==> src/hw/rtl/nau_pkg.sv <==
package nau_pkg;

    localparam int MAX_LEN    = 64;
    localparam int FRAC_BITS  = 12;
    localparam int DATA_W     = 16;
    localparam int LEAK_W     = 13;
    localparam int MODE_W     = 3;
    localparam int CFG_IDX_W  = 1;
    localparam int CFG_DATA_W = LEAK_W;
    localparam int ADDR_W     = $clog2(MAX_LEN);
    localparam int CNT_W      = $clog2(MAX_LEN + 1);
    localparam int N_W        = DATA_W - FRAC_BITS;
    localparam int EQ_W       = FRAC_BITS + 2;
    localparam int SUM_W      = FRAC_BITS + ADDR_W + 1;

    localparam int Q_W        = 33;
    localparam int SS_W       = Q_W + 2;
    localparam int MUL_W      = 2 * Q_W;
    localparam int MUL_SPLIT  = 16;
    localparam int SER_TERMS  = 24;
    localparam int K_W        = $clog2(SER_TERMS + 1);
    localparam int DIV_W      = 48;
    localparam int DVS_W      = Q_W + 1;
    localparam int DCNT_W     = $clog2(DIV_W + 1);

    localparam int ONE_FX     = 1 << FRAC_BITS;
    localparam int HALF_FX    = 1 << (FRAC_BITS - 1);
    localparam int LEAK_FRAC  = 12;
    localparam int LEAK_HALF  = 1 << (LEAK_FRAC - 1);
    localparam int LEAK_RESET = 41;

    localparam logic [MODE_W-1:0] MODE_SIGMOID  = 3'd0;
    localparam logic [MODE_W-1:0] MODE_SOFTMAX  = 3'd1;
    localparam logic [MODE_W-1:0] MODE_IDENTITY = 3'd2;
    localparam logic [MODE_W-1:0] MODE_LEAKY    = 3'd3;
    localparam logic [MODE_W-1:0] MODE_SIG_D    = 3'd4;
    localparam logic [MODE_W-1:0] MODE_ID_D     = 3'd5;
    localparam logic [MODE_W-1:0] MODE_RELU_D   = 3'd6;

    localparam logic [CFG_IDX_W-1:0] REG_MODE = 1'b0;
    localparam logic [CFG_IDX_W-1:0] REG_LEAK = 1'b1;

    typedef enum logic [4:0] {
        CMD_NONE,
        CMD_OUT_DIRECT,
        CMD_SM_STORE,
        CMD_SIG_LOAD,
        CMD_EXP_INIT,
        CMD_SER_E1,
        CMD_SER_ADD,
        CMD_MUL_HI,
        CMD_DIV_TERM,
        CMD_TERM_SET,
        CMD_SER_E,
        CMD_SER_E1SET,
        CMD_POW_MUL,
        CMD_POW_SET,
        CMD_SIG_DIV,
        CMD_SIG_OUT,
        CMD_SM_T,
        CMD_SM_EQ,
        CMD_SM_B,
        CMD_SM_DIV,
        CMD_SM_OUT
    } cmd_t;

    typedef struct packed {
        cmd_t op;
    } nau_cmd_t;

    typedef struct packed {
        logic [MODE_W-1:0] mode;
        logic              out_free;
        logic              div_busy;
        logic              term_zero;
        logic              k_end;
        logic              n_zero;
        logic              e_zero;
        logic              idx_last;
    } nau_status_t;

endpackage

==> src/hw/rtl/nau_ctrl.sv <==
module nau_ctrl import nau_pkg::*; (
    input  logic        clk,
    input  logic        rst_n,
    input  logic        in_valid,
    input  logic        last,
    output logic        in_ready,
    input  nau_status_t status,
    output nau_cmd_t    cmd
);

    typedef enum logic [4:0] {
        S_IDLE,
        S_EXP_INIT,
        S_TERM,
        S_MUL_HI,
        S_DIV_START,
        S_DIV_WAIT,
        S_E1_INIT,
        S_POW,
        S_POW_HI,
        S_POW_SET,
        S_SIG_DIV,
        S_SIG_WAIT,
        S_SIG_OUT,
        S_A_RD,
        S_A_T,
        S_A_EQ,
        S_B_INIT,
        S_B_RD,
        S_B_DIV,
        S_B_WAIT,
        S_B_OUT
    } state_t;

    state_t state_reg, state_next;
    logic   phase_reg, phase_next;
    logic   ret_sm_reg, ret_sm_next;
    state_t exp_done;

    always_comb
    begin
        exp_done    = ret_sm_reg ? S_A_EQ : S_SIG_DIV;
        state_next  = state_reg;
        phase_next  = phase_reg;
        ret_sm_next = ret_sm_reg;
        cmd.op      = CMD_NONE;
        in_ready    = 1'b0;
        case (state_reg)
            S_IDLE:
            begin
                in_ready = status.out_free;
                if (in_valid && status.out_free)
                begin
                    if (status.mode == MODE_SOFTMAX)
                    begin
                        cmd.op = CMD_SM_STORE;
                        if (last)
                        begin
                            state_next = S_A_RD;
                        end
                    end
                    else if (status.mode == MODE_SIGMOID)
                    begin
                        cmd.op      = CMD_SIG_LOAD;
                        ret_sm_next = 1'b0;
                        state_next  = S_EXP_INIT;
                    end
                    else
                    begin
                        cmd.op = CMD_OUT_DIRECT;
                    end
                end
            end
            S_EXP_INIT:
            begin
                cmd.op     = CMD_EXP_INIT;
                phase_next = 1'b0;
                state_next = S_TERM;
            end
            S_TERM:
            begin
                if (status.term_zero || status.k_end)
                begin
                    if (!phase_reg)
                    begin
                        cmd.op     = CMD_SER_E;
                        state_next = status.n_zero ? exp_done : S_E1_INIT;
                    end
                    else
                    begin
                        cmd.op     = CMD_SER_E1SET;
                        state_next = S_POW;
                    end
                end
                else
                begin
                    cmd.op     = CMD_SER_ADD;
                    state_next = S_MUL_HI;
                end
            end
            S_MUL_HI:
            begin
                cmd.op     = CMD_MUL_HI;
                state_next = S_DIV_START;
            end
            S_DIV_START:
            begin
                cmd.op     = CMD_DIV_TERM;
                state_next = S_DIV_WAIT;
            end
            S_DIV_WAIT:
            begin
                if (!status.div_busy)
                begin
                    cmd.op     = CMD_TERM_SET;
                    state_next = S_TERM;
                end
            end
            S_E1_INIT:
            begin
                cmd.op     = CMD_SER_E1;
                phase_next = 1'b1;
                state_next = S_TERM;
            end
            S_POW:
            begin
                if (status.n_zero || status.e_zero)
                begin
                    state_next = exp_done;
                end
                else
                begin
                    cmd.op     = CMD_POW_MUL;
                    state_next = S_POW_HI;
                end
            end
            S_POW_HI:
            begin
                cmd.op     = CMD_MUL_HI;
                state_next = S_POW_SET;
            end
            S_POW_SET:
            begin
                cmd.op     = CMD_POW_SET;
                state_next = S_POW;
            end
            S_SIG_DIV:
            begin
                cmd.op     = CMD_SIG_DIV;
                state_next = S_SIG_WAIT;
            end
            S_SIG_WAIT:
            begin
                if (!status.div_busy)
                begin
                    state_next = S_SIG_OUT;
                end
            end
            S_SIG_OUT:
            begin
                if (status.out_free)
                begin
                    cmd.op     = CMD_SIG_OUT;
                    state_next = S_IDLE;
                end
            end
            S_A_RD:
            begin
                state_next = S_A_T;
            end
            S_A_T:
            begin
                cmd.op      = CMD_SM_T;
                ret_sm_next = 1'b1;
                state_next  = S_EXP_INIT;
            end
            S_A_EQ:
            begin
                cmd.op     = CMD_SM_EQ;
                state_next = status.idx_last ? S_B_INIT : S_A_RD;
            end
            S_B_INIT:
            begin
                cmd.op     = CMD_SM_B;
                state_next = S_B_RD;
            end
            S_B_RD:
            begin
                state_next = S_B_DIV;
            end
            S_B_DIV:
            begin
                cmd.op     = CMD_SM_DIV;
                state_next = S_B_WAIT;
            end
            S_B_WAIT:
            begin
                if (!status.div_busy)
                begin
                    state_next = S_B_OUT;
                end
            end
            S_B_OUT:
            begin
                if (status.out_free)
                begin
                    cmd.op     = CMD_SM_OUT;
                    state_next = status.idx_last ? S_IDLE : S_B_RD;
                end
            end
            default:
            begin
                state_next = S_IDLE;
            end
        endcase
    end

    always_ff @(posedge clk or negedge rst_n)
    begin
        if (!rst_n)
        begin
            state_reg  <= S_IDLE;
            phase_reg  <= 1'b0;
            ret_sm_reg <= 1'b0;
        end
        else
        begin
            state_reg  <= state_next;
            phase_reg  <= phase_next;
            ret_sm_reg <= ret_sm_next;
        end
    end

endmodule

==> config.mk <==
export PLATFORM = sky130hd
export DESIGN_NAME = nau_ctrl
export DESIGN_NICKNAME = d
export VERILOG_FILES = /design/src/hw/rtl/nau_pkg.sv /design/src/hw/rtl/nau_ctrl.sv
export SDC_FILE = /design/constraint.sdc
export NUM_CORES = 1
export LEC_CHECK = 0
export ABC_AREA = 1
export CAP_MARGIN = 20
export CORE_ASPECT_RATIO = 1.2
export CORE_UTILIZATION = 45
export DETAILED_ROUTE_END_ITERATION = 12
export DONT_BUFFER_PORTS = 1
export GPL_ROUTABILITY_DRIVEN = 0
export PLACE_DENSITY_LB_ADDON = 0.15
export SYNTH_ARGS = -nofsm -noshare
export SYNTH_HDL_FRONTEND = slang
export SYNTH_SLANG_ARGS = --single-unit
==> constraint.sdc <==
create_clock -name clk -period 1.7 [get_ports clk]
set_clock_uncertainty 0.15 [all_clocks]
set_input_delay 0.17 -clock clk [delete_from_list [all_inputs] [get_ports clk]]
set_output_delay 0.17 -clock clk [all_outputs]
set_load 0.05 [all_outputs]
== After elaboration in Yosys (flattened, before gate mapping) ==
Cells that the tools add are included.

* Register bits after elaboration: 7
* Input port bits: 14
* Output and inout bits: 6

* Equality and inequality tests: 31
* Multiplexer cells: 33
* Reduce and logical (&&, ||, !) cells: 11

{| class="wikitable"
|+ Operators by type and width
! cell !! count
|-
| $pmux W5 S20 || 1
|-
| $pmux W5 S16 || 1
|-
| $mux W5 || 14
|-
| $eq A5 B4 Y1 const B || 8
|-
| $eq A5 B5 Y1 const B || 5
|-
| $eq A5 B3 Y1 const B || 4
|-
| $mux W4 || 5
|-
| $ne A2 B2 Y1 const B || 8
|-
| $eq A5 B2 Y1 const B || 2
|-
| $reduce_and A8 Y1 || 1
|-
| $mux W2 || 3
|-
| $mux W3 || 2
|-
| $ne A3 B3 Y1 const B || 2
|-
| $eq A5 B1 Y1 const B || 1
|-
| $logic_not A5 Y1 || 1
|-
| $mux W1 || 5
|-
| $pmux W1 S2 || 2
|-
| $reduce_and A4 Y1 || 1
|-
| $reduce_bool A2 Y1 || 2
|-
| $reduce_or A2 Y1 || 2
|-
| $eq A3 B1 Y1 const B || 1
|-
| $logic_not A3 Y1 || 1
|-
| $logic_or A1 B1 Y1 || 2
|-
| $logic_and A1 B1 Y1 || 1
|}

== Logic depth before layout (Yosys ltp) ==
* Depth in word-level cells: 5
* Mapped depth: 11
* Gate-level depth less buffers: 10

== Worst setup path before layout ==
Ideal clock, no wire load.

* Path type: register -> output
* From: reg state_reg[2]
* To: out cmd[4] (netlist name)
* Arrival time: 1.656 ns
* Required time: 1.380 ns
* Slack: -0.276 ns
* Cell stages (with the launch flop): 5
* Buffers on the path: 0
* Path through: dfrtp_1 inv_2 nor2_4 nand3_1 o2111ai_1

{| class="wikitable"
|+ RTL lines
! item !! line !! source
|-
| from (decl) || nau_ctrl.sv:35 || <nowiki>state_t state_reg, state_next;</nowiki>
|-
| from (signal assigned) || nau_ctrl.sv:228 || <nowiki>state_reg <= state_next;</nowiki>
|-
| to (decl) || nau_ctrl.sv:8 || <nowiki>output nau_cmd_t cmd</nowiki>
|}

==> results.py <==
metrics = {
    "status": {
        "status": "finished with violations",
        "failed_checks": "setup timing",
    },
    "synth": {
        "synth_top_family_by_area": "simple AND/OR/NAND/NOR gates",
        "synthMuxAreaShare": 0,
        "synthAdderAreaFrac": 0,
        "syn_inst": 179,
        "ys_warn_count": 0,
        "syn_area_um2": 995,
        "yosys.area_share.simple": 0.642,
        "synth_area_per_cell_um2": 5.56,
        "synth_nets": 193,
        "yosysSeqAreaShare": 0.176,
        "ys_types": 18,
        "synth_xor_area_frac": 0,
        "synth-compound-area-share": 0.0730,
        "synth-seq-cells": 7,
    },
    "global_routing": {
        "antenna_found_initial": 0,
        "grt.overflow.total": 0,
        "track_usage": 0.306,
        "grt_max_degree": 8,
        "grt_pass1_vias": 1236,
        "grt_pass1_wl_mm": 5.29,
    },
    "power": {
        "ir_drop_mv": 1.26,
        "p_sw_w": 0.00159,
        "power_frac_comb": 0.816,
        "p_seq_frac": 0.133,
        "power.leakage_nw": 0.749,
        "pwr-share-clk": 0.051,
        "p_int_w": 0.00122,
        "switching_share": 0.565,
        "cellPowerDensity_nw_per_um2": 1970,
    },
    "floorplanning": {
        "die_h_um": 53.5,
        "initial_core_util": 0.480,
        "io_pins": 20,
        "rows": 18,
        "die-area_um2": 2400,
        "core_um2": 2070,
        "fp.dieW_um": 44.9,
    },
    "sta": {
        "holdWs_ns": 0.0959,
        "hold_viol": 0,
        "max-slew-margin-rel": 0.750,
        "timing.setup.tns_ns": -0.967,
        "period_share": 1.12,
        "min_period_ns": 1.90,
        "rsz0062_at_grt": "true",
        "slew_viol_final": 0,
        "tightest_slew_ns": 0.373,
        "max_freq_ghz": 0.527,
        "final-setup-viol-count": 7,
        "setup_slack_ns": -0.198,
    },
    "setup_path": {
        "startpoint_type": "flop",
        "critPathMaxFanout": 6,
        "cp_slowest_cell": "dfrtp_2",
        "cp-end-kind": "primary output",
        "path_cells": "nor2_4 -> nand3_1 -> nand2_1 -> nor2_1 -> nand4_1 -> buf_6",
        "crit_type": "reg -> out",
        "critPathRequiredTime_ns": 1.38,
        "cpPeakStageDelay_ns": 0.47,
        "arrival_ns": 1.58,
    },
    "routing": {
        "firstDrtPassIters": 4,
        "post-route-drc-count": 0,
        "wirelength_mm": 3.32,
        "drtIter0Drc": 51,
        "vias": 1310,
        "viasPerCell": 5.35,
        "drtAntennaViolNets": 0,
        "avgRoutedWirePerCell_um": 13.6,
    },
    "placed_design": {
        "port_buffers": 0,
        "placed_area_um2": 1230,
        "dp_cells": 231,
        "detailedPlace.worstSlack_ns": -0.0203,
        "hpwl_mm": 2.56,
    },
    "run": {
        "drv_cap": 0,
    },
    "clocking": {
        "clock_sinks": 7,
        "clk_latency_ns": 0.24,
        "cts.clk_slew.worst_paths_ns": 0.05,
        "cts_tree": "built",
        "clk_path_buf_depth": 2,
        "clock-root-buffer": "clkbuf_4",
        "h-tree-depth": 1,
        "cts_buffers": 3,
    },
    "finish": {
        "final_cells": 245,
        "diodes": 0,
        "fin_area_um2": 1430,
        "largest_reg_flops": 5,
        "layout-drive-gt1-share": 0.358,
        "final_nets": 230,
        "fill_cells": 200,
        "syn_to_final_growth_pct": 43.4,
    },
    "hold_path": {
        "hold_class": "in -> async",
    },
}
[Yosys cell counts]
cell       count  area, um2
inv_1         17       63.8
nand2_2        4       25.0
o2111ai_1      1       8.76
nand2_1       51        191
nor2_2         6       37.5
a21oi_1        4       20.0
buf_6          2       22.5
o21ai_0        7       35.0
o21ai_2        1       8.76
inv_2          6       22.5
nand3_2        2       20.0
nand4_1        6       37.5
nor2_1        31        116
nand3_1       24        120
nand3b_1       1       7.51
nor3_1         3       15.0
dfrtp_1        7        175
nor2_4         6       67.6
[area by class of cell]
cell class,count,area (um2),share of cell area
repair buffers,34,307,0.215
well taps,30,37.5,0.0263
clock buffers,4,26.3,0.0184
flip-flops and latches,7,180,0.126
multi-input cells,147,787,0.552
inverters,23,88.8,0.0623
[critical path: cells and delay by family (launching register included)]
family	cells	cell delay [ns]
simple gates	5	0.70
flops	1	0.47
buf+inv	1	0.17
[repair_timing]
action | in CTS | in global routing
resized for setup | 21 | 2
endpoints found under the hold margin | 9 | 0
setup buffers | 5 | 2
hold buffers | 3 | 0
endpoints found under the setup margin | 12 | 11
pin swaps | 6 | 4
[power by group through the flow]
stage / Combinational (W) / Sequential [W] / Clock [W]
final: 0.00230 / 0.000375 / 0.000144
after global routing: 0.00248 / 0.000384 / 0.000160
after CTS: 0.00223 / 0.000375 / 0.000151
after detailed placement: 0.00199 / 0.000351 / 0
after global placement: 0.00196 / 0.000344 / 0
after floorplan: 0.00134 / 0.000330 / 0
[per-stage QoR]
stage	power, W	utilization
global placement	0.00230	0.596
global route	0.00302	0.688
detailed placement	0.00234	0.596
CTS	0.00275	0.678
finish	0.00281	0.688
floorplan	0.00166	-
[worst paths after layout]
check	start	to	slack [ns]	cells after the start
setup / recovery	state_reg[3]	cmd[0]	-0.20	6
hold / removal	rst_n	ret_sm_reg	0.1	1
setup reg to reg	state_reg[1]	state_reg[0]	-0.02	8
hold reg to reg	state_reg[4]	state_reg[4]	0.39	2
max in group asynchronous	rst_n	state_reg[3]	1.03	1
min in group clk	status[0]	state_reg[4]	0.10	4
[layout by cell type, fill, tap and decap left out]
| cell | synthesis | layout |
|---|---|---|
| a21oi_1 | 4 | 4 |
| buf_12 | 0 | 2 |
| buf_4 | 0 | 24 |
| buf_6 | 2 | 5 |
| clkbuf_1 | 0 | 1 |
| clkbuf_4 | 0 | 3 |
| dfrtp_1 | 7 | 3 |
| dfrtp_2 | 0 | 4 |
| dlygate4sd3_1 | 0 | 3 |
| inv_1 | 17 | 17 |
| inv_2 | 6 | 5 |
| inv_4 | 0 | 1 |
| nand2_1 | 51 | 48 |
| nand2_2 | 4 | 6 |
| nand2_4 | 0 | 1 |
| nand3_1 | 24 | 21 |
| nand3_2 | 2 | 5 |
| nand3b_1 | 1 | 1 |
| nand4_1 | 6 | 6 |
| nor2_1 | 31 | 26 |
| nor2_2 | 6 | 7 |
| nor2_4 | 6 | 10 |
| nor3_1 | 3 | 1 |
| nor3_2 | 0 | 2 |
| o2111ai_2 | 0 | 1 |
| o21ai_0 | 7 | 7 |
| o21ai_2 | 1 | 1 |
[per-layer routing]
metal	GRT usage	up-vias	wire length (um)
li1	-	651	-
met1	0.349	593	1310
met2	0.536	60	1780
met3	0.0478	6	176
met4	0.162	0	51
met5	0	-	0
[kinds of logic after synthesis]
group / Yosys count
and+or+nand+nor: 134
AOI/OAI and AO/OA: 13
buffers and inverters: 25
DFF: 7
Power figures use the tool's default switching activity.
